$ cat src/hw/rtl/hdlc_fd_pkg.sv
// ----------------------------------------------------------------------------
// HDLC frame decoder package
// Shared constants, codes and struct types for the frame decoder modules.
// ----------------------------------------------------------------------------
package hdlc_fd_pkg;

    localparam int MAX_PAYLOAD = 16;
    localparam int MIN_PAYLOAD = 6;
    localparam int STORE_DEPTH = MAX_PAYLOAD + 2;
    localparam int RESULT_CAP  = 16;
    localparam int CNT_W       = $clog2(STORE_DEPTH + 1);
    localparam int NBANK       = 2;
    localparam int ADDR_W      = $clog2(NBANK * STORE_DEPTH);
    localparam int QDEPTH      = 2;
    localparam int QPTR_W      = $clog2(QDEPTH);
    localparam int QCNT_W      = $clog2(QDEPTH + 1);
    localparam int PLEN_W      = 5;

    localparam logic [15:0] CRC_INIT = 16'hFFFF;
    localparam logic [15:0] CRC_POLY = 16'h1021;

    localparam logic [7:0]        FLAG_RST = 8'h7E;
    localparam logic [7:0]        ESC_RST  = 8'h7D;
    localparam logic [7:0]        MASK_RST = 8'h20;
    localparam logic [PLEN_W-1:0] CAP_RST  = PLEN_W'(16);

    localparam logic [1:0] CFG_FLAG     = 2'd0;
    localparam logic [1:0] CFG_ESCAPE   = 2'd1;
    localparam logic [1:0] CFG_MASK     = 2'd2;
    localparam logic [1:0] CFG_CAPACITY = 2'd3;

    typedef enum logic [2:0] {
        ST_OK       = 3'd0,
        ST_OVERFLOW = 3'd1,
        ST_SHORT    = 3'd2,
        ST_CRC      = 3'd3,
        ST_CAPACITY = 3'd4
    } status_t;

    typedef struct packed {
        status_t             status;
        logic [PLEN_W-1:0]   plen;
        logic                bank;
    } desc_t;

    typedef struct packed {
        logic              en;
        logic [ADDR_W-1:0] addr;
        logic [7:0]        data;
    } wr_t;

    typedef struct packed {
        logic en;
        logic bank;
    } rel_t;

    typedef enum logic [1:0] {
        B_IDLE,
        B_FETCH,
        B_SEND,
        B_ERR
    } back_state_t;

endpackage

$ cat src/hw/rtl/hdlc_fd_queue.sv
// ----------------------------------------------------------------------------
// HDLC frame decoder descriptor queue
// Short FIFO of closed-frame descriptors between the front and back parts.
// ----------------------------------------------------------------------------
module hdlc_fd_queue (
    input  logic                clk,
    input  logic                rst_n,
    input  logic                push,
    input  hdlc_fd_pkg::desc_t  push_desc,
    input  logic                pop,
    output hdlc_fd_pkg::desc_t  head,
    output logic                empty,
    output logic                full
);

    hdlc_fd_pkg::desc_t                 fifo_reg [hdlc_fd_pkg::QDEPTH];
    logic [hdlc_fd_pkg::QPTR_W-1:0]     wptr_reg, wptr_next;
    logic [hdlc_fd_pkg::QPTR_W-1:0]     rptr_reg, rptr_next;
    logic [hdlc_fd_pkg::QCNT_W-1:0]     cnt_reg, cnt_next;

    assign empty = (cnt_reg == '0);
    assign full  = (cnt_reg == hdlc_fd_pkg::QCNT_W'(hdlc_fd_pkg::QDEPTH));
    assign head  = fifo_reg[rptr_reg];

    always_comb
    begin
        wptr_next = wptr_reg;
        rptr_next = rptr_reg;
        cnt_next  = cnt_reg;
        if (push)
        begin
            wptr_next = (wptr_reg == hdlc_fd_pkg::QPTR_W'(hdlc_fd_pkg::QDEPTH - 1))
                        ? '0 : wptr_reg + 1'b1;
        end
        if (pop)
        begin
            rptr_next = (rptr_reg == hdlc_fd_pkg::QPTR_W'(hdlc_fd_pkg::QDEPTH - 1))
                        ? '0 : rptr_reg + 1'b1;
        end
        if (push && !pop)
        begin
            cnt_next = cnt_reg + 1'b1;
        end
        else if (pop && !push)
        begin
            cnt_next = cnt_reg - 1'b1;
        end
    end

    always_ff @(posedge clk or negedge rst_n)
    begin
        if (!rst_n)
        begin
            wptr_reg <= '0;
            rptr_reg <= '0;
            cnt_reg  <= '0;
        end
        else
        begin
            wptr_reg <= wptr_next;
            rptr_reg <= rptr_next;
            cnt_reg  <= cnt_next;
        end
    end

    always_ff @(posedge clk)
    begin
        if (push)
        begin
            fifo_reg[wptr_reg] <= push_desc;
        end
    end

endmodule

$ cat src/hw/rtl/hdlc_fd_front.sv
// ----------------------------------------------------------------------------
// HDLC frame decoder front part
// Takes raw bytes, removes escapes, runs the CRC, writes the frame bank and
// classifies each closed frame into a descriptor.
// ----------------------------------------------------------------------------
module hdlc_fd_front (
    input  logic                clk,
    input  logic                rst_n,
    input  logic                in_valid,
    output logic                in_ready,
    input  logic [7:0]          rx_byte,
    input  logic                cfg_valid,
    output logic                cfg_ready,
    input  logic [1:0]          cfg_index,
    input  logic [7:0]          cfg_data,
    input  logic                q_full,
    output logic                push,
    output hdlc_fd_pkg::desc_t  push_desc,
    output hdlc_fd_pkg::wr_t    wr,
    input  hdlc_fd_pkg::rel_t   rel
);

    logic [7:0]                         flag_reg, esc_reg, mask_reg;
    logic [hdlc_fd_pkg::PLEN_W-1:0]     cap_reg;

    logic                               in_frame_reg, in_frame_next;
    logic                               pend_reg, pend_next;
    logic                               ovf_reg, ovf_next;
    logic [hdlc_fd_pkg::CNT_W-1:0]      cnt_reg, cnt_next;
    logic [15:0]                        crc_reg, crc_next;
    logic                               wbank_reg, wbank_next;
    logic [hdlc_fd_pkg::NBANK-1:0]      busy_reg, busy_next;

    logic                               take;
    logic [7:0]                         b;
    logic [hdlc_fd_pkg::CNT_W:0]        plen_x;
    logic [hdlc_fd_pkg::CNT_W:0]        cap_x;
    logic [hdlc_fd_pkg::PLEN_W-1:0]     cap_eff;
    hdlc_fd_pkg::status_t               st;

    function automatic logic [15:0] crc_byte(input logic [15:0] crc, input logic [7:0] d);
        logic [15:0] c;
        c = crc ^ {d, 8'h00};
        for (int i = 0; i < 8; i++)
        begin
            c = c[15] ? ((c << 1) ^ hdlc_fd_pkg::CRC_POLY) : (c << 1);
        end
        return c;
    endfunction

    assign cfg_ready = 1'b1;
    assign in_ready  = !q_full && !busy_reg[wbank_reg];
    assign take      = in_valid && in_ready;
    assign b         = pend_reg ? (rx_byte ^ mask_reg) : rx_byte;

    always_comb
    begin
        cap_eff = (cap_reg > hdlc_fd_pkg::PLEN_W'(hdlc_fd_pkg::RESULT_CAP))
                  ? hdlc_fd_pkg::PLEN_W'(hdlc_fd_pkg::RESULT_CAP) : cap_reg;
        cap_x   = (hdlc_fd_pkg::CNT_W + 1)'(cap_eff);
        plen_x  = {1'b0, cnt_reg} - (hdlc_fd_pkg::CNT_W + 1)'(2);
        if (ovf_reg)
        begin
            st = hdlc_fd_pkg::ST_OVERFLOW;
        end
        else if (cnt_reg < hdlc_fd_pkg::CNT_W'(hdlc_fd_pkg::MIN_PAYLOAD + 2))
        begin
            st = hdlc_fd_pkg::ST_SHORT;
        end
        else if (crc_reg != 16'h0000)
        begin
            st = hdlc_fd_pkg::ST_CRC;
        end
        else if (plen_x > cap_x)
        begin
            st = hdlc_fd_pkg::ST_CAPACITY;
        end
        else
        begin
            st = hdlc_fd_pkg::ST_OK;
        end
        push_desc.status = st;
        push_desc.plen   = (st == hdlc_fd_pkg::ST_OK)
                           ? hdlc_fd_pkg::PLEN_W'(plen_x) : '0;
        push_desc.bank   = wbank_reg;
    end

    always_comb
    begin
        in_frame_next = in_frame_reg;
        pend_next     = pend_reg;
        ovf_next      = ovf_reg;
        cnt_next      = cnt_reg;
        crc_next      = crc_reg;
        wbank_next    = wbank_reg;
        busy_next     = busy_reg;
        push          = 1'b0;
        wr.en         = 1'b0;
        wr.data       = b;
        wr.addr       = wbank_reg
                        ? hdlc_fd_pkg::ADDR_W'(hdlc_fd_pkg::STORE_DEPTH)
                          + hdlc_fd_pkg::ADDR_W'(cnt_reg)
                        : hdlc_fd_pkg::ADDR_W'(cnt_reg);
        if (rel.en)
        begin
            busy_next[rel.bank] = 1'b0;
        end
        if (take)
        begin
            if (rx_byte == flag_reg)
            begin
                if (in_frame_reg && cnt_reg != '0)
                begin
                    push = 1'b1;
                    if (st == hdlc_fd_pkg::ST_OK)
                    begin
                        busy_next[wbank_reg] = 1'b1;
                        wbank_next           = !wbank_reg;
                    end
                end
                in_frame_next = 1'b1;
                pend_next     = 1'b0;
                ovf_next      = 1'b0;
                cnt_next      = '0;
                crc_next      = hdlc_fd_pkg::CRC_INIT;
            end
            else if (in_frame_reg)
            begin
                if (rx_byte == esc_reg)
                begin
                    pend_next = 1'b1;
                end
                else
                begin
                    pend_next = 1'b0;
                    if (cnt_reg < hdlc_fd_pkg::CNT_W'(hdlc_fd_pkg::STORE_DEPTH))
                    begin
                        wr.en    = 1'b1;
                        cnt_next = cnt_reg + 1'b1;
                        crc_next = crc_byte(crc_reg, b);
                    end
                    else
                    begin
                        ovf_next = 1'b1;
                    end
                end
            end
        end
    end

    always_ff @(posedge clk or negedge rst_n)
    begin
        if (!rst_n)
        begin
            in_frame_reg <= 1'b0;
            pend_reg     <= 1'b0;
            ovf_reg      <= 1'b0;
            cnt_reg      <= '0;
            crc_reg      <= hdlc_fd_pkg::CRC_INIT;
            wbank_reg    <= 1'b0;
            busy_reg     <= '0;
        end
        else
        begin
            in_frame_reg <= in_frame_next;
            pend_reg     <= pend_next;
            ovf_reg      <= ovf_next;
            cnt_reg      <= cnt_next;
            crc_reg      <= crc_next;
            wbank_reg    <= wbank_next;
            busy_reg     <= busy_next;
        end
    end

    always_ff @(posedge clk or negedge rst_n)
    begin
        if (!rst_n)
        begin
            flag_reg <= hdlc_fd_pkg::FLAG_RST;
            esc_reg  <= hdlc_fd_pkg::ESC_RST;
            mask_reg <= hdlc_fd_pkg::MASK_RST;
            cap_reg  <= hdlc_fd_pkg::CAP_RST;
        end
        else if (cfg_valid)
        begin
            case (cfg_index)
                hdlc_fd_pkg::CFG_FLAG:     flag_reg <= cfg_data;
                hdlc_fd_pkg::CFG_ESCAPE:   esc_reg  <= cfg_data;
                hdlc_fd_pkg::CFG_MASK:     mask_reg <= cfg_data;
                hdlc_fd_pkg::CFG_CAPACITY: cap_reg  <= cfg_data[hdlc_fd_pkg::PLEN_W-1:0];
                default:                   ;
            endcase
        end
    end

endmodule

$ cat src/hw/rtl/hdlc_fd_back.sv
// ----------------------------------------------------------------------------
// HDLC frame decoder back part
// Holds the two frame banks and turns each descriptor into result beats.
// ----------------------------------------------------------------------------
module hdlc_fd_back (
    input  logic                            clk,
    input  logic                            rst_n,
    input  hdlc_fd_pkg::wr_t                wr,
    input  hdlc_fd_pkg::desc_t              head,
    input  logic                            q_empty,
    output logic                            pop,
    output hdlc_fd_pkg::rel_t               rel,
    output logic                            out_valid,
    input  logic                            out_ready,
    output logic [2:0]                      status,
    output logic [7:0]                      data_byte,
    output logic                            last,
    output logic [hdlc_fd_pkg::PLEN_W-1:0]  payload_length
);

    logic [7:0]                      store_reg [hdlc_fd_pkg::NBANK * hdlc_fd_pkg::STORE_DEPTH];
    logic [7:0]                      rd_reg;
    hdlc_fd_pkg::back_state_t        state_reg, state_next;
    hdlc_fd_pkg::desc_t              desc_reg, desc_next;
    logic [hdlc_fd_pkg::PLEN_W-1:0]  idx_reg, idx_next;
    logic                            rd_en;
    logic                            is_last;
    logic [hdlc_fd_pkg::ADDR_W-1:0]  rd_addr;

    assign is_last = (idx_reg == desc_reg.plen - 1'b1);
    assign rd_addr = desc_reg.bank
                     ? hdlc_fd_pkg::ADDR_W'(hdlc_fd_pkg::STORE_DEPTH)
                       + hdlc_fd_pkg::ADDR_W'(idx_reg)
                     : hdlc_fd_pkg::ADDR_W'(idx_reg);

    always_comb
    begin
        state_next = state_reg;
        desc_next  = desc_reg;
        idx_next   = idx_reg;
        case (state_reg)
            hdlc_fd_pkg::B_IDLE:
            begin
                if (!q_empty)
                begin
                    desc_next  = head;
                    idx_next   = '0;
                    state_next = (head.status == hdlc_fd_pkg::ST_OK)
                                 ? hdlc_fd_pkg::B_FETCH : hdlc_fd_pkg::B_ERR;
                end
            end
            hdlc_fd_pkg::B_FETCH:
            begin
                state_next = hdlc_fd_pkg::B_SEND;
            end
            hdlc_fd_pkg::B_SEND:
            begin
                if (out_ready)
                begin
                    idx_next   = idx_reg + 1'b1;
                    state_next = is_last ? hdlc_fd_pkg::B_IDLE : hdlc_fd_pkg::B_FETCH;
                end
            end
            hdlc_fd_pkg::B_ERR:
            begin
                if (out_ready)
                begin
                    state_next = hdlc_fd_pkg::B_IDLE;
                end
            end
            default:
            begin
                state_next = hdlc_fd_pkg::B_IDLE;
            end
        endcase
    end

    always_comb
    begin
        pop            = 1'b0;
        rd_en          = 1'b0;
        rel.en         = 1'b0;
        rel.bank       = desc_reg.bank;
        out_valid      = 1'b0;
        status         = hdlc_fd_pkg::ST_OK;
        data_byte      = 8'h00;
        last           = 1'b0;
        payload_length = '0;
        case (state_reg)
            hdlc_fd_pkg::B_IDLE:
            begin
                pop = !q_empty;
            end
            hdlc_fd_pkg::B_FETCH:
            begin
                rd_en = 1'b1;
            end
            hdlc_fd_pkg::B_SEND:
            begin
                out_valid      = 1'b1;
                data_byte      = rd_reg;
                last           = is_last;
                payload_length = desc_reg.plen;
                rel.en         = out_ready && is_last;
            end
            hdlc_fd_pkg::B_ERR:
            begin
                out_valid = 1'b1;
                status    = desc_reg.status;
                last      = 1'b1;
            end
            default:
            begin
                pop = 1'b0;
            end
        endcase
    end

    always_ff @(posedge clk or negedge rst_n)
    begin
        if (!rst_n)
        begin
            state_reg <= hdlc_fd_pkg::B_IDLE;
        end
        else
        begin
            state_reg <= state_next;
        end
    end

    always_ff @(posedge clk)
    begin
        desc_reg <= desc_next;
        idx_reg  <= idx_next;
    end

    always_ff @(posedge clk)
    begin
        if (wr.en)
        begin
            store_reg[wr.addr] <= wr.data;
        end
        if (rd_en)
        begin
            rd_reg <= store_reg[rd_addr];
        end
    end

endmodule

$ cat src/hw/rtl/hdlc_frame_decoder_unit.sv
// ----------------------------------------------------------------------------
// HDLC frame decoder
// Byte-stuffed frame receiver with CRC-16/CCITT-FALSE check and payload
// delivery.
// ----------------------------------------------------------------------------
// Raw link bytes are taken at one byte per cycle. A closing flag hands a
// descriptor to a two-entry queue; a good frame also claims one of two frame
// banks, so reception of the next frame overlaps delivery of the last one.
// Input stalls only while both banks are still draining or the queue is full.
// Each payload byte is first read into a register from the frame bank in the
// fetch state, then sent as an output beat; an error frame yields one beat. No
// configuration write should be made while frames are in flight.
// ----------------------------------------------------------------------------
module hdlc_frame_decoder_unit (
    input  logic                            clk,
    input  logic                            rst_n,
    input  logic                            in_valid,
    output logic                            in_ready,
    input  logic [7:0]                      rx_byte,
    input  logic                            cfg_valid,
    output logic                            cfg_ready,
    input  logic [1:0]                      cfg_index,
    input  logic [7:0]                      cfg_data,
    output logic                            out_valid,
    input  logic                            out_ready,
    output logic [2:0]                      status,
    output logic [7:0]                      data_byte,
    output logic                            last,
    output logic [hdlc_fd_pkg::PLEN_W-1:0]  payload_length
);

    logic                 push;
    logic                 pop;
    logic                 q_empty;
    logic                 q_full;
    hdlc_fd_pkg::desc_t   push_desc;
    hdlc_fd_pkg::desc_t   head;
    hdlc_fd_pkg::wr_t     wr;
    hdlc_fd_pkg::rel_t    rel;

    hdlc_fd_front u_front (
        .clk       (clk),
        .rst_n     (rst_n),
        .in_valid  (in_valid),
        .in_ready  (in_ready),
        .rx_byte   (rx_byte),
        .cfg_valid (cfg_valid),
        .cfg_ready (cfg_ready),
        .cfg_index (cfg_index),
        .cfg_data  (cfg_data),
        .q_full    (q_full),
        .push      (push),
        .push_desc (push_desc),
        .wr        (wr),
        .rel       (rel)
    );

    hdlc_fd_queue u_queue (
        .clk       (clk),
        .rst_n     (rst_n),
        .push      (push),
        .push_desc (push_desc),
        .pop       (pop),
        .head      (head),
        .empty     (q_empty),
        .full      (q_full)
    );

    hdlc_fd_back u_back (
        .clk            (clk),
        .rst_n          (rst_n),
        .wr             (wr),
        .head           (head),
        .q_empty        (q_empty),
        .pop            (pop),
        .rel            (rel),
        .out_valid      (out_valid),
        .out_ready      (out_ready),
        .status         (status),
        .data_byte      (data_byte),
        .last           (last),
        .payload_length (payload_length)
    );

endmodule

$ cat config.mk
export PLATFORM = sky130hd
export DESIGN_NAME = hdlc_frame_decoder_unit
export DESIGN_NICKNAME = d
export VERILOG_FILES = /design/src/hw/rtl/hdlc_fd_pkg.sv /design/src/hw/rtl/hdlc_fd_queue.sv /design/src/hw/rtl/hdlc_fd_front.sv /design/src/hw/rtl/hdlc_fd_back.sv /design/src/hw/rtl/hdlc_frame_decoder_unit.sv
export SDC_FILE = /design/constraint.sdc
export NUM_CORES = 1
export LEC_CHECK = 0
export ABC_CLOCK_PERIOD_IN_PS = 3300
export BUFFER_PORTS_ARGS = -buffer_cell sky130_fd_sc_hd__buf_2
export CORE_MARGIN = 2
export CORE_UTILIZATION = 65
export CTS_BUF_LIST = sky130_fd_sc_hd__clkbuf_8
export DETAILED_ROUTE_END_ITERATION = 10
export PLACE_DENSITY = 0.89
export SLEW_MARGIN = 10
export SYNTH_ARGS = -nofsm -noshare
export SYNTH_HDL_FRONTEND = slang
export SYNTH_SLANG_ARGS = --single-unit
$ cat constraint.sdc
create_clock -name clk -period 3.3 [get_ports clk]
set_clock_uncertainty 0.15 [all_clocks]
set_input_delay 0.33 -clock clk [delete_from_list [all_inputs] [get_ports clk]]
set_output_delay 0.33 -clock clk [all_outputs]
set_load 0.05 [all_outputs]
Yosys cells after proc, flatten, opt, wreduce, memory -nomap -nowiden
Memory sizes are Yosys's and may differ from the RTL's. A register that Yosys moved wholly into a read port is not among the register bits.
Index checks and enable logic that the tools add are counted.
{"block": "word_totals", "ramBits": 306, "memories": 2, "in_bits": 23, "register_bits": 76, "wordCells": 182, "out_inout_bits": 20}
{"block": "classes", "reduce_logical": 38, "n_lt_le_gt_ge": 8, "n_bitwise": 14, "add_sub_neg": 10, "n_eq_ne": 15, "muxes": 76}
{"name": "u_back.store_reg", "words": 36, "word_bits": 8, "rd": 1, "rd_ports_with_merged_regs": 1, "wr": 1, "line": "hdlc_fd_back.sv:21", "text": "logic [7:0] store_reg [hdlc_fd_pkg::NBANK * hdlc_fd_pkg::STORE_DEPTH];"}
{"name": "u_queue.fifo_reg", "words": 2, "word_bits": 9, "rd": 1, "rd_ports_with_merged_regs": 0, "wr": 1, "line": "hdlc_fd_queue.sv:16", "text": "hdlc_fd_pkg::desc_t fifo_reg [hdlc_fd_pkg::QDEPTH];"}
{"op": "$mux 13", "count": 8}
{"op": "$mux 16", "count": 4}
{"op": "$mux 5", "count": 9}
{"op": "$mux 1", "count": 30}
{"op": "$not 3->3", "count": 8}
{"op": "$mux 2", "count": 11}
{"op": "$eq 8x8->1", "count": 2}
{"op": "$mux 8", "count": 2}
{"op": "$reduce_bool 16->1", "count": 1}
{"op": "$xor 16x16->16", "count": 1}
{"op": "$mux 3", "count": 5}
{"op": "$reduce_and 2->1", "count": 7}
{"op": "$add 5x5->6 const A", "count": 2}
{"op": "$mux 6", "count": 2}
{"op": "$reduce_and 4->1", "count": 3}
{"op": "$add 5x1->5 const B", "count": 2}
{"op": "$eq 2x2->1 const B", "count": 5}
{"op": "$pmux 5 s2", "count": 1}
{"op": "$logic_and 1x1->1", "count": 8}
{"op": "$pmux 2 s4", "count": 1}
{"op": "$reduce_bool 2->1", "count": 4}
{"op": "$xor 8x8->8", "count": 1}
{"op": "$gt 6x5->1", "count": 1}
{"op": "$logic_not 1->1", "count": 6}
{"op": "other kinds (25)", "count": 37}

Depth between registers and ports, before layout
Gate-level depths: netlist (run 1).
{"block": "logic_depth", "ltp_word": 23, "ltp_mapped": 11, "depth_no_buf": 10}

Cells and area by module
A second synthesis (run 1) with hierarchy kept.
{"block": "unflattened", "hier_cells": 1001, "area_unflattened_um2": 16804.9}
{"module": "hdlc_fd_back", "seq_area_each_um2": 9359.0, "cells_per_inst": 664, "area_each_um2": 12637.1, "n_inst": 1}
{"module": "hdlc_fd_front", "seq_area_each_um2": 1438.9, "cells_per_inst": 293, "area_each_um2": 3325.7, "n_inst": 1}
{"module": "hdlc_fd_queue", "seq_area_each_um2": 640.6, "cells_per_inst": 44, "area_each_um2": 842.1, "n_inst": 1}

Worst setup path after synthesis (run 1)
Ideal clock, no wire load.
{"block": "synth_path", "path_kind": "reg2reg", "from": "register u_front.cnt_reg[1] (netlist bit)", "to": "memory u_back.store_reg[2][0], enable pin", "t_arrival_ns": 2.341, "slack_ns": 0.414, "path_stages_with_launch": 7, "required_time_ns": 2.755, "setup_ns": 0.395, "path_buffers": 1, "path_cell_list": "dfrtp_1 -> clkbuf_1 -> inv_1 -> ha_1 -> nor3_1 -> nor2_1 -> nor4_1"}
{"block": "synth_between", "elab_chain_len": 8, "elab_cells_between_ends": 10}
{"element": "from (decl)", "line": "hdlc_fd_front.sv:29", "text": "logic [hdlc_fd_pkg::CNT_W-1:0] cnt_reg, cnt_next;"}
{"element": "from (signal assigned)", "line": "hdlc_fd_front.sv:168", "text": "cnt_reg <= cnt_next;"}
{"element": "$lt 5x5->1", "line": "hdlc_fd_front.sv:136", "text": "if (cnt_reg < hdlc_fd_pkg::CNT_W'(hdlc_fd_pkg::STORE_DEPTH))"}
{"element": "$mux 1", "line": "hdlc_fd_front.sv:136"}
{"element": "$mux 1", "line": "hdlc_fd_front.sv:129", "text": "if (rx_byte == esc_reg)"}
{"element": "$mux 1", "line": "hdlc_fd_front.sv:127", "text": "else if (in_frame_reg)"}
{"element": "$mux 1", "line": "hdlc_fd_front.sv:110", "text": "if (rx_byte == flag_reg)"}
{"element": "$mux 1", "line": "hdlc_fd_front.sv:108", "text": "if (take)"}
{"element": "$mux 1", "line": "hdlc_fd_back.sv:139", "text": "if (wr.en)"}
{"element": "$mux 1 (not written as such)", "line": "hdlc_fd_back.sv:141", "text": "store_reg[wr.addr] <= wr.data;"}
{"element": "to (decl)", "line": "hdlc_fd_back.sv:21"}
Several ways; a longest one is shown, not always the timed one.

Worst setup path in the final report (run 1)
{"block": "layout_path", "from": "register u_back.desc_reg[1] (netlist bit)", "to": "output port last"}
{"block": "layout_between", "elab_chain_len": 3}
{"element": "from (decl)", "line": "hdlc_fd_back.sv:24", "text": "hdlc_fd_pkg::desc_t desc_reg, desc_next;"}
{"element": "from (signal assigned)", "line": "hdlc_fd_back.sv:133", "text": "desc_reg <= desc_next;"}
{"element": "$sub 5x1->5", "line": "hdlc_fd_back.sv:30", "text": "assign is_last = (idx_reg == desc_reg.plen - 1'b1);"}
{"element": "$eq 5x5->1", "line": "hdlc_fd_back.sv:30"}
{"element": "$pmux 1 s2", "line": "hdlc_fd_back.sv:89", "text": "case (state_reg)"}
{"element": "to (decl)", "line": "hdlc_frame_decoder_unit.sv:28", "text": "output logic last,"}
Every way passes these cells.

==> run metrics, run 1 <==
Via-to-Cell Ratio=6.47; residual antenna-violating net count after detailed routing=0; Core Footprint=around 0.026 mm^2; Die Outline Area=~0.027 mm^2; setup tns final=0 ns; fmax=~0.32 GHz; clock input transition at the sequential cells of the worst setup and hold paths=0.06 ns; Iter 0 DRT Violations=1339; CP Class=register to primary output; crit path setup slack, layout=between 0.15 and 0.2 ns; Clk network pwr share=24.7%; share of total power consumed by net switching=about 34%; count of antenna diodes in the layout=0; leading cell type by number of instances after synthesis=edfxtp_1; proportion of synthesized chip area in sequential cells=67.3%; number of buffers and inverters on the critical path=2; main combinational cell family by area after synthesis=multiplexers; fraction of the core area covered by cells at the end of the flow=about 74%; Detailed Route WL=37.8 mm; parity-gate share of the synthesized area counting xor and xnor cells=under 10%; leakage power total=between 0.006 and 0.007 uW; max FFs per register=between 200 and 300; buffer type at the clock tree root=clkbuf_8; total track usage=roughly 28%; EDFF count, synth=around 330; Synth cell types=between 70 and 80; register bit count reported by yosys=~400; count of buffers added by post-CTS timing repair for setup=0; proportion of synthesized area in mux cells=a little under an eighth; Area contributors post-synth=edfxtp_1 (58%), mux4_2 (5.2%), dfrtp_1 (4.7%); critical path arrival=around 2.6 ns; mean cell area of the mapped netlist=16.4 um^2; gr ovfl total=0; via total after detailed routing=roughly 10000; TritonCTS Buffers=slightly below 60; unrepaired setup endpoints after global routing=false; average detailed-routed wire length per instance=around 24 um; First-pass DRT Iterations=6; drc violations=0; Die Y-Extent=roughly 170 um; post-synthesis adder-cell area fraction=less than 1%; largest incremental delay on the critical path=0.50 ns; die width=166 um; synthesized netlist cell count=about 1000; Worst Setup Slack post-DPL=~0.46 ns; crit share post-route=a little over nine tenths; Flop pwr share=between 40% and 50%; biggest area consumer among synthesized cells=edfxtp_1; cell area after technology mapping=between 0.015 and 0.02 mm^2; fraction of synthesis flops using an asynchronous set or reset pin=15.9%; cell breakdown of the critical path=inv_1 -> ha_1 -> nor3b_1 -> xnor2_1 -> nor3_1 -> o21a_1 -> buf_2; Final Setup Violations=0; critical path's slowest cell=nor3_1; areal power density over the cells=796 mW/mm^2; final cell area excluding filler cells=between 0.015 and 0.02 mm^2; internal power=between 10000 and 15000 uW; number of warnings issued by yosys=0; maximum fanout encountered on the critical timing path=4; Buffers on Ports=41; Area Growth Syn to Fin=12.8%; CTS Buffer Depth=3; wire length of the first global-routing pass=around 58 mm; VDD IR max=511 uV; part of the power in combinational logic=between 30% and 40%; placer's final routability congestion estimate=slightly above 1; Compound-Gate Fraction of Synth Area=5.21%; most frequent cells after synthesis=edfxtp_1 (328), nand2_1 (80), nor2_1 (51), mux2_2 (42), mux4_2 (39); number of top-level pins=43; fin crit period=slightly above 3 ns; transition time at the pin with the least slew margin=around 1.1 ns; number of violations of the max-capacitance limit=0; element type at the critical path end=primary output; clock tree from TritonCTS=built; path category of the worst min-delay check=primary input to register; Syn Nets=1071; fillers=~1400; floorplan row count=just under 60; share of layout cells above drive strength 1=between 20% and 30%; number of pins with negative max-slew slack in the final report=0; Clock Latency Late Sink=a little over 0.6 ns; clk sinks=just under 400; cell type group with the largest total delay on the critical path=simple AND/OR/NAND/NOR gates; Main synth FF type=edfxtp_1; Cell Area, Placed=~0.018 mm^2; WP data required=around 2.8 ns; run status=finished, final reports clean; pin count of the biggest net entering global routing=between 40 and 50; power spent charging and discharging nets=a little over 5000 uW; number of global-route vias before repair=between 10000 and 15000; Clock H-tree levels=2; antenna violations before repair=0; Setup crit start kind=register; Max transition margin=a little over a quarter; post-detail-place hpwl=around 25 mm; number of failing hold endpoints at the final stage=0; post-synth top area share=between 50% and 60%; Final Net Count=between 1000 and 1500; starting density of the core=between 60% and 70%; simple-gate area share of the yosys netlist=around 8.4%
==> layer usage <==
layer	global-route usage, %	up-vias	wire, um
li1	-	4348	-
met1	37.9	4953	14400
met2	45.0	604	18500
met3	5.66	113	3660
met4	9.91	0	1240
met5	0	-	0
==> layout by cell type (no fill, tap or decap), types with 11 or more instances in the layout <==
cell           netlist  final
a21oi_1             13     13
a22oi_1             11     11
a2bb2oi_1           11     11
and2_1              17     17
and3_1              12     12
buf_2               15     41
buf_4                9     70
clkbuf_8             0     60
dfrtp_1             32     32
dfstp_2             30     30
dlygate4sd3_1        0     11
edfxtp_1           328    328
ha_1                13     13
inv_1               14     34
mux2_2              42     42
mux4_1              22     22
mux4_2              39     39
nand2_1             80     80
nand2b_1            12     12
nand4_1             30     30
nor2_1              51     51
nor3_1              20     20
nor4_1              14     14
o21ai_0             12     12
xnor2_1             36     28
xor2_1              19     19
==> layout make-up <==
class,count,area [um^2],area share (%)
clock inverters,43,289,1.51
well taps,335,419,2.19
inverters,15,56.3,0.294
clock buffers,60,826,4.31
repair buffers,123,861,4.49
multi-input cells,583,5270,27.5
flip-flops and latches,390,11400,59.7
==> power by group through the flow <==
stage	Combinational [uW]	Clock, uW	Sequential, uW
2_1_floorplan	3950	0	6070
3_3_place_gp	5100	0	6200
3_5_place_dp	5240	0	6230
4_1_cts	5270	3810	6130
5_1_grt	5650	4030	6170
6_report	5340	3770	6130
==> worst register-to-register path, cell delays in order (launching register included) <==
cell and delay (ns):
dfrtp_1 0.51, inv_1 0.14, ha_1 0.43, inv_1 0.12
ha_1 0.28, and3_1 0.17, and3_1 0.17, a21oi_1 0.29
and4bb_1 0.28, a22o_1 0.27
==> through the flow <==
stage	hold slack (ns)	cells	power, uW
4_1_cts	0.0368	1549	15200
5_1_grt	0.0726	1549	15900
6_report	0.0784	1549	15200
3_5_place_dp	0.332	1435	11500
2_1_floorplan	-0.116	1035	10000
3_3_place_gp	0.322	1435	11300
==> logic make-up after synthesis <==
group,Yosys count
AO/OA/AOI/OAI,117
XOR/XNOR,65
adder cells (fa/ha/maj),13
buffers and inverters,62
flip-flops,390
multiplexers,111
other,1
AND/OR/NAND/NOR,276
==> repair_timing <==
action	4_1_cts	5_1_grt
gates resized for setup	0	0
hold buffers	11	0
endpoints found under the hold margin	66	0
==> worst paths after layout <==
kind                                         start                  end  slack (ns)  cells past startpoint
max in group asynchronous                    rst_n  u_front.flag_reg[5]        1.77                      3
worst max register to register  u_front.cnt_reg[2]  u_front.busy_reg[1]        0.36                      9
min in group asynchronous                    rst_n   u_front.esc_reg[1]        0.34                      2
worst min-delay path                  cfg_index[0]  u_front.flag_reg[2]        0.08                      3
worst max-delay path            u_back.desc_reg[1]                 last        0.19                      7
worst min register to register    u_queue.wptr_reg     u_queue.wptr_reg        0.34                      1
No activity file was read; power rests on OpenSTA's default activity.
==> inputs of run 2 (changes only) <==
--- a/constraint.sdc
+++ b/constraint.sdc
@@ -3,3 +3,3 @@
 set_input_delay 0.33 -clock clk [delete_from_list [all_inputs] [get_ports clk]]
 set_output_delay 0.33 -clock clk [all_outputs]
-set_load 0.05 [all_outputs]
+set_load 0.01 [all_outputs]
==> run 2 against run 1 <==
Critical path depth unchanged. First-iteration DRC count increased by 8.0%. Clock power fell by 3%. Routed wire length rose by 3.1%. Sequential share of layout area up 0.062 points. Die area unchanged. Non-clock buffer count is 1 lower. Setup slack better by 0.13 ns. Cell area shrank 0.10%. Register-to-register slack about the same. Power down 1.6%. Largest power group unchanged. Highest routed layer unchanged.
==> run metrics, run 2 (synthesis results as in run 1) <==
wire length of the first global-routing pass=59.9 mm (was 58.1 mm); Cell Area, Placed=0.0179 mm^2 (about the same); met1 track utilization from global routing=37.9% (about the same); drc violations=0 (unchanged); Clock Latency Late Sink=0.60 ns (was 0.61 ns); fmax=0.335 GHz (was 0.321 GHz); element type at the critical path end=primary output (unchanged); power spent charging and discharging nets=5020 uW (was 5190 uW); count of antenna diodes in the layout=0 (unchanged); share of total power consumed by net switching=33.4% (was 34.1%); met2 GRT Util=47.9% (was 45.0%); r2r startpoint=u_back.idx_reg[1] (was u_front.cnt_reg[2]); path category of the worst min-delay check=primary input to register (unchanged); cell count after placement=1434 (was 1435); Hold Path Origin=cfg_index[0] (unchanged); number of failing hold endpoints at the final stage=0 (unchanged); Iter 0 DRT Violations=1446 (was 1339); die width=166 um (unchanged); leakage power total=0.00686 uW (was 0.00687 uW); final instance count without filler cells=1551 (was 1549); minimum hold slack=0.0808 ns (was 0.0784 ns); pin count of the biggest net entering global routing=49 (unchanged); critical path arrival=2.50 ns (was 2.63 ns); average detailed-routed wire length per instance=25.1 um (was 24.4 um); First-pass DRT Iterations=6 (unchanged); maximum fanout encountered on the critical timing path=4 (unchanged); clock input transition at the sequential cells of the worst setup and hold paths=0.06 ns (about the same); Flop pwr share=41.0% (was 40.2%); gr ovfl total=0 (unchanged); Clk network pwr share=24.4% (was 24.7%); post-detail-place hpwl=25.7 mm (was 24.8 mm); CTS Buffer Depth=3 (unchanged); most common cell after layout, fill and taps aside=edfxtp_1 (unchanged); internal power=9980 uW (was 10100 uW); WP data required=2.82 ns (about the same); number of violations of the max-capacitance limit=0 (unchanged); buffer type at the clock tree root=clkbuf_8 (unchanged); antenna violations before repair=0 (unchanged); TritonCTS Buffers=59 (was 58); number of top-level pins=43 (unchanged); multi-input logic area=0.00527 mm^2 (unchanged); Die Y-Extent=166 um (unchanged); FF+latch area=0.0114 mm^2 (unchanged); unrepaired setup endpoints after global routing=false (unchanged); most used cells in the layout excluding fill and tap cells=edfxtp_1 (328), nand2_1 (80), buf_4 (68), clkbuf_8 (63), nor2_1 (51) (was edfxtp_1 (328), nand2_1 (80), buf_4 (70), clkbuf_8 (60), nor2_1 (51)); Max transition margin=27.5% (was 26.8%); fin crit period=2.98 ns (was 3.11 ns); Clock H-tree levels=2 (unchanged); clock tree from TritonCTS=built (unchanged); areal power density over the cells=784 mW/mm^2 (was 796 mW/mm^2); Buffers on Ports=41 (unchanged); starting density of the core=65.7% (unchanged); Area Growth Syn to Fin=12.7% (was 12.8%); Setup crit start kind=register (unchanged); Die Outline Area=0.0274 mm^2 (unchanged); gr busiest metal=met2 (unchanged); number of global-route vias before repair=10474 (was 10233); via total after detailed routing=10304 (was 10018); share of layout cells above drive strength 1=25.7% (was 26.1%); Critical path origin=u_back.desc_reg[1] (unchanged); final cell area excluding filler cells=0.0191 mm^2 (was 0.0192 mm^2); placer's final routability congestion estimate=1.02 (was 1.03); Final Net Count=1207 (unchanged); CP Class=register to primary output (unchanged); met3 Resource Use GR=5.21% (was 5.66%); residual antenna-violating net count after detailed routing=0 (unchanged); part of the power in combinational logic=34.6% (was 35.0%); VDD IR max=767 uV (was 511 uV); clk sinks=390 (unchanged); floorplan row count=59 (unchanged); crit share post-route=90.4% (was 94.3%); Final Setup Violations=0 (unchanged); fillers=1452 (was 1427); CTS resizes=0 (unchanged); run status=finished, final reports clean (unchanged); Via-to-Cell Ratio=6.64 (was 6.47); setup tns final=0 ns (unchanged); Core Footprint=0.0258 mm^2 (unchanged); Detailed Route WL=39.0 mm (was 37.8 mm); transition time at the pin with the least slew margin=1.09 ns (was 1.10 ns); number of pins with negative max-slew slack in the final report=0 (unchanged); max FFs per register=288 (unchanged); total track usage=28.5% (was 27.7%)
run 2: per-stage QoR:
| stage | setup WS (ns) | total power [uW] | utilization [%] |
|---|---|---|---|
| floorplan | 0.414 | 9780 | - |
| global placement | 0.526 | 11100 | 69.4 |
| detailed placement | 0.384 | 11300 | 69.4 |
| CTS | 0.308 | 14900 | 74.1 |
| global route | 0.151 | 15600 | 74.1 |
| finish | 0.315 | 15000 | 74.1 |
run 2: worst paths after layout:
check / to / cells past startpoint / slack [ns]
max in group asynchronous: u_front.crc_reg[15] / 3 / 1.78
hold / removal: u_front.flag_reg[2] / 3 / 0.08
hold reg to reg: u_queue.wptr_reg / 1 / 0.33
setup / recovery: last / 7 / 0.32
min in group asynchronous: u_front.flag_reg[7] / 2 / 0.33
setup reg to reg: u_back.rd_reg[6] / 6 / 0.35
run 2: what timing repair did:
| item | 4_1_cts | 5_1_grt |
|---|---|---|
| buffers inserted | 0 | 0 |
| hold buffers | 11 | 0 |
| hold endpoints to repair | 65 | 0 |
run 2: layout make-up:
cell class / instances / share of cell area [%]
inverters: 15 / 0.294
flip-flops and latches: 390 / 59.8
clock inverters: 43 / 1.16
clock buffers: 63 / 4.53
multi-input cells: 583 / 27.5
repair buffers: 122 / 4.52
well taps: 335 / 2.19
run 2: layer usage:
metal,up-vias,wire [um],share of wire (%)
li1,4360,-,-
met1,5110,14200,36
met2,685,19500,50
met3,149,3770,9.7
met4,0,1530,3.9
met5,-,0,0
run 2: worst max-delay path, stage by stage (launching register included):
cell      delay [ns]
edfxtp_1        0.44
inv_1           0.13
ha_1            0.20
nor3b_1         0.24
xnor2_1         0.12
nor3_1          0.49
o21a_1          0.17
buf_2           0.12
run 2: power groups by stage:
stage,sequential (uW),clock (uW),combinational [uW]
2_1_floorplan,6070,0,3700
3_3_place_gp,6200,0,4880
3_5_place_dp,6230,0,5050
4_1_cts,6130,3690,5100
5_1_grt,6180,3910,5490
6_report,6140,3660,5190
==> inputs of run 3 (changes only) <==
Settings changed: CORE_UTILIZATION 65 to 62, CTS_BUF_LIST sky130_fd_sc_hd__clkbuf_8 to not set, CTS_CLUSTER_DIAMETER set to 150, PLACE_DENSITY 0.89 to 0.86.
==> run 3 against run 2 <==
Critical path type unchanged. Global-route usage fell by 0.56 points. Hold slack gained 0.012 ns. Maximum frequency fell by 3.5%. Setup slack lost 0.11 ns. Cell area rose by 0.11%. First-iteration DRC count is 8.6% lower. Combinational power down 0.8%.
==> run metrics, run 3 (synthesis results as in run 1) <==
most used cells in the layout excluding fill and tap cells=edfxtp_1 (328), nand2_1 (80), nor2_1 (50), buf_4 (50), mux2_2 (42) (was edfxtp_1 (328), nand2_1 (80), buf_4 (68), clkbuf_8 (63), nor2_1 (51)); final instance count without filler cells=1504 (was 1551); TritonCTS Buffers=39 (was 59); share of layout cells above drive strength 1=24.2% (was 25.7%); Die Outline Area=0.0287 mm^2 (was 0.0274 mm^2); CTS Buffer Depth=3 (unchanged); crit share post-route=93.7% (was 90.4%); setup tns final=0 ns (unchanged); clock tree from TritonCTS=built (unchanged); path category of the worst min-delay check=primary input to register (unchanged); critical path arrival=2.61 ns (was 2.50 ns); post-detail-place hpwl=24.9 mm (was 25.7 mm); wire length of the first global-routing pass=59.6 mm (was 59.9 mm); fillers=1562 (was 1452); Buffers on Ports=41 (unchanged); max FFs per register=288 (unchanged); Final Net Count=1168 (was 1207); critical path capture point=last (unchanged); starting density of the core=63.0% (was 65.7%); average detailed-routed wire length per instance=25.8 um (was 25.1 um); Area Growth Syn to Fin=12.8% (was 12.7%); Cell Area, Placed=0.0178 mm^2 (was 0.0179 mm^2); final cell area excluding filler cells=0.0192 mm^2 (was 0.0191 mm^2); most common cell after layout, fill and taps aside=edfxtp_1 (unchanged); maximum fanout encountered on the critical timing path=12 (was 4); count of buffers added by post-CTS timing repair for setup=0 (unchanged); CP Class=register to primary output (unchanged); via total after detailed routing=9932 (was 10304); number of pins with negative max-slew slack in the final report=0 (unchanged); fmax=0.323 GHz (was 0.335 GHz); drc violations=0 (unchanged); element type at the critical path end=primary output (unchanged); Detailed Route WL=38.9 mm (was 39.0 mm); gr ovfl total=0 (unchanged); cell count after placement=1422 (was 1434); number of violations of the max-capacitance limit=0 (unchanged); buffer type at the clock tree root=clkbuf_16 (was clkbuf_8); Max transition margin=32.5% (was 27.5%); residual antenna-violating net count after detailed routing=0 (unchanged); Setup crit start kind=register (unchanged); register-to-register setup slack=0.22 ns (was 0.35 ns); Final Setup Violations=0 (unchanged); unrepaired setup endpoints after global routing=false (unchanged); FF+latch area=0.0114 mm^2 (unchanged); total track usage=28.0% (was 28.5%); minimum hold slack=0.0926 ns (was 0.0808 ns); placer's final routability congestion estimate=0.916 (was 1.02); number of global-route vias before repair=9944 (was 10474); Die Y-Extent=170 um (was 166 um); Core Footprint=0.0270 mm^2 (was 0.0258 mm^2); areal power density over the cells=815 mW/mm^2 (was 784 mW/mm^2); Clock Latency Late Sink=0.54 ns (was 0.60 ns); die width=170 um (was 166 um); transition time at the pin with the least slew margin=1.01 ns (was 1.09 ns); cells on worst reg2reg path=5 (was 6); number of failing hold endpoints at the final stage=0 (unchanged); fin crit period=3.09 ns (was 2.98 ns); count of antenna diodes in the layout=0 (unchanged); pin count of the biggest net entering global routing=59 (was 49); total power=15600 uW (was 15000 uW); Hold Path Origin=in_valid (was cfg_index[0]); clock input transition at the sequential cells of the worst setup and hold paths=0.07 ns (was 0.06 ns); number of top-level pins=43 (unchanged); Iter 0 DRT Violations=1322 (was 1446); multi-input logic area=0.00528 mm^2 (was 0.00527 mm^2); Via-to-Cell Ratio=6.60 (was 6.64); First-pass DRT Iterations=5 (was 6); r2r startpoint=u_front.esc_reg[6] (was u_back.idx_reg[1]); WP data required=2.82 ns (about the same); floorplan row count=60 (was 59); terminus of the critical flop-to-flop path=u_back.store_reg[11][4] (was u_back.rd_reg[6]); Critical path origin=u_back.idx_reg[0] (was u_back.desc_reg[1]); antenna violations before repair=1 (was 0); run status=finished, final reports clean (unchanged); VDD IR max=531 uV (was 767 uV); Clock H-tree levels=2 (unchanged); clk sinks=390 (unchanged); leakage power total=0.00673 uW (was 0.00686 uW)
run 3: cell types whose count changed in the layout (fill, tap and decap cells not counted), moves of 2 or more:
| cell | delta |
|---|---|
| buf_4 | -18 |
| clkbuf_1 | +7 |
| clkbuf_16 | +40 |
| clkbuf_8 | -63 |
| clkinv_1 | -8 |
| clkinv_2 | +2 |
| clkinvlp_4 | +2 |
| inv_1 | -18 |
| inv_6 | +2 |
run 3: area by class of cell:
class / count / area share (%)
Clock inverter: 25 / 1.12
Inverter: 15 / 0.294
Timing Repair Buffer: 103 / 3.76
Sequential cell: 390 / 59.7
Tap cell: 341 / 2.23
Clock buffer: 47 / 5.36
Multi-Input combinational cell: 583 / 27.5
run 3: worst min-delay path by stage:
stage	end	slack (ns)	depth (start not counted)
floorplan	u_back.state_reg[0]	-0.12	0
global placement	u_front.mask_reg[0]	0.32	1
detailed placement	u_front.mask_reg[0]	0.32	1
CTS	u_front.pend_reg	0.09	4
global route	u_front.pend_reg	0.12	4
finish	u_front.pend_reg	0.09	4
run 3: per-stage QoR:
step / utilization [%] / worst slack [ns]
6_report: 71.1 / 0.207
5_1_grt: 71.1 / 0.0611
4_1_cts: 71.1 / 0.120
3_5_place_dp: 66.1 / 0.275
3_3_place_gp: 66.1 / 0.359
2_1_floorplan: - / 0.414
run 3: repair_timing:
item	in CTS	in global routing
hold endpoints to repair	44	0
hold buffers	10	0
resized for setup	0	1
endpoints found under the setup margin	0	8
run 3: critical path, cell delays in order (launching register included):
cell and delay, ns:
edfxtp_1 0.76, buf_4 0.37, xor2_1 0.17, nand3_1 0.08
nor3_1 0.41, o21a_1 0.17, buf_2 0.12
run 3: power breakdown:
part / switching [uW] / internal [uW]
Combinational: 2890 / 2260
Clock: 1830 / 2470
Sequential: 349 / 5820
run 3: per-layer routing:
layer / global-route usage (%) / share of wire, % / vias up / wire length, um
met5: 0 / 0 / - / 0
li1: - / - / 4279 / -
met4: 9.85 / 3.5 / 0 / 1370
met1: 37.6 / 38 / 4958 / 14700
met2: 46.8 / 50 / 587 / 19300
met3: 5.06 / 9.0 / 108 / 3510
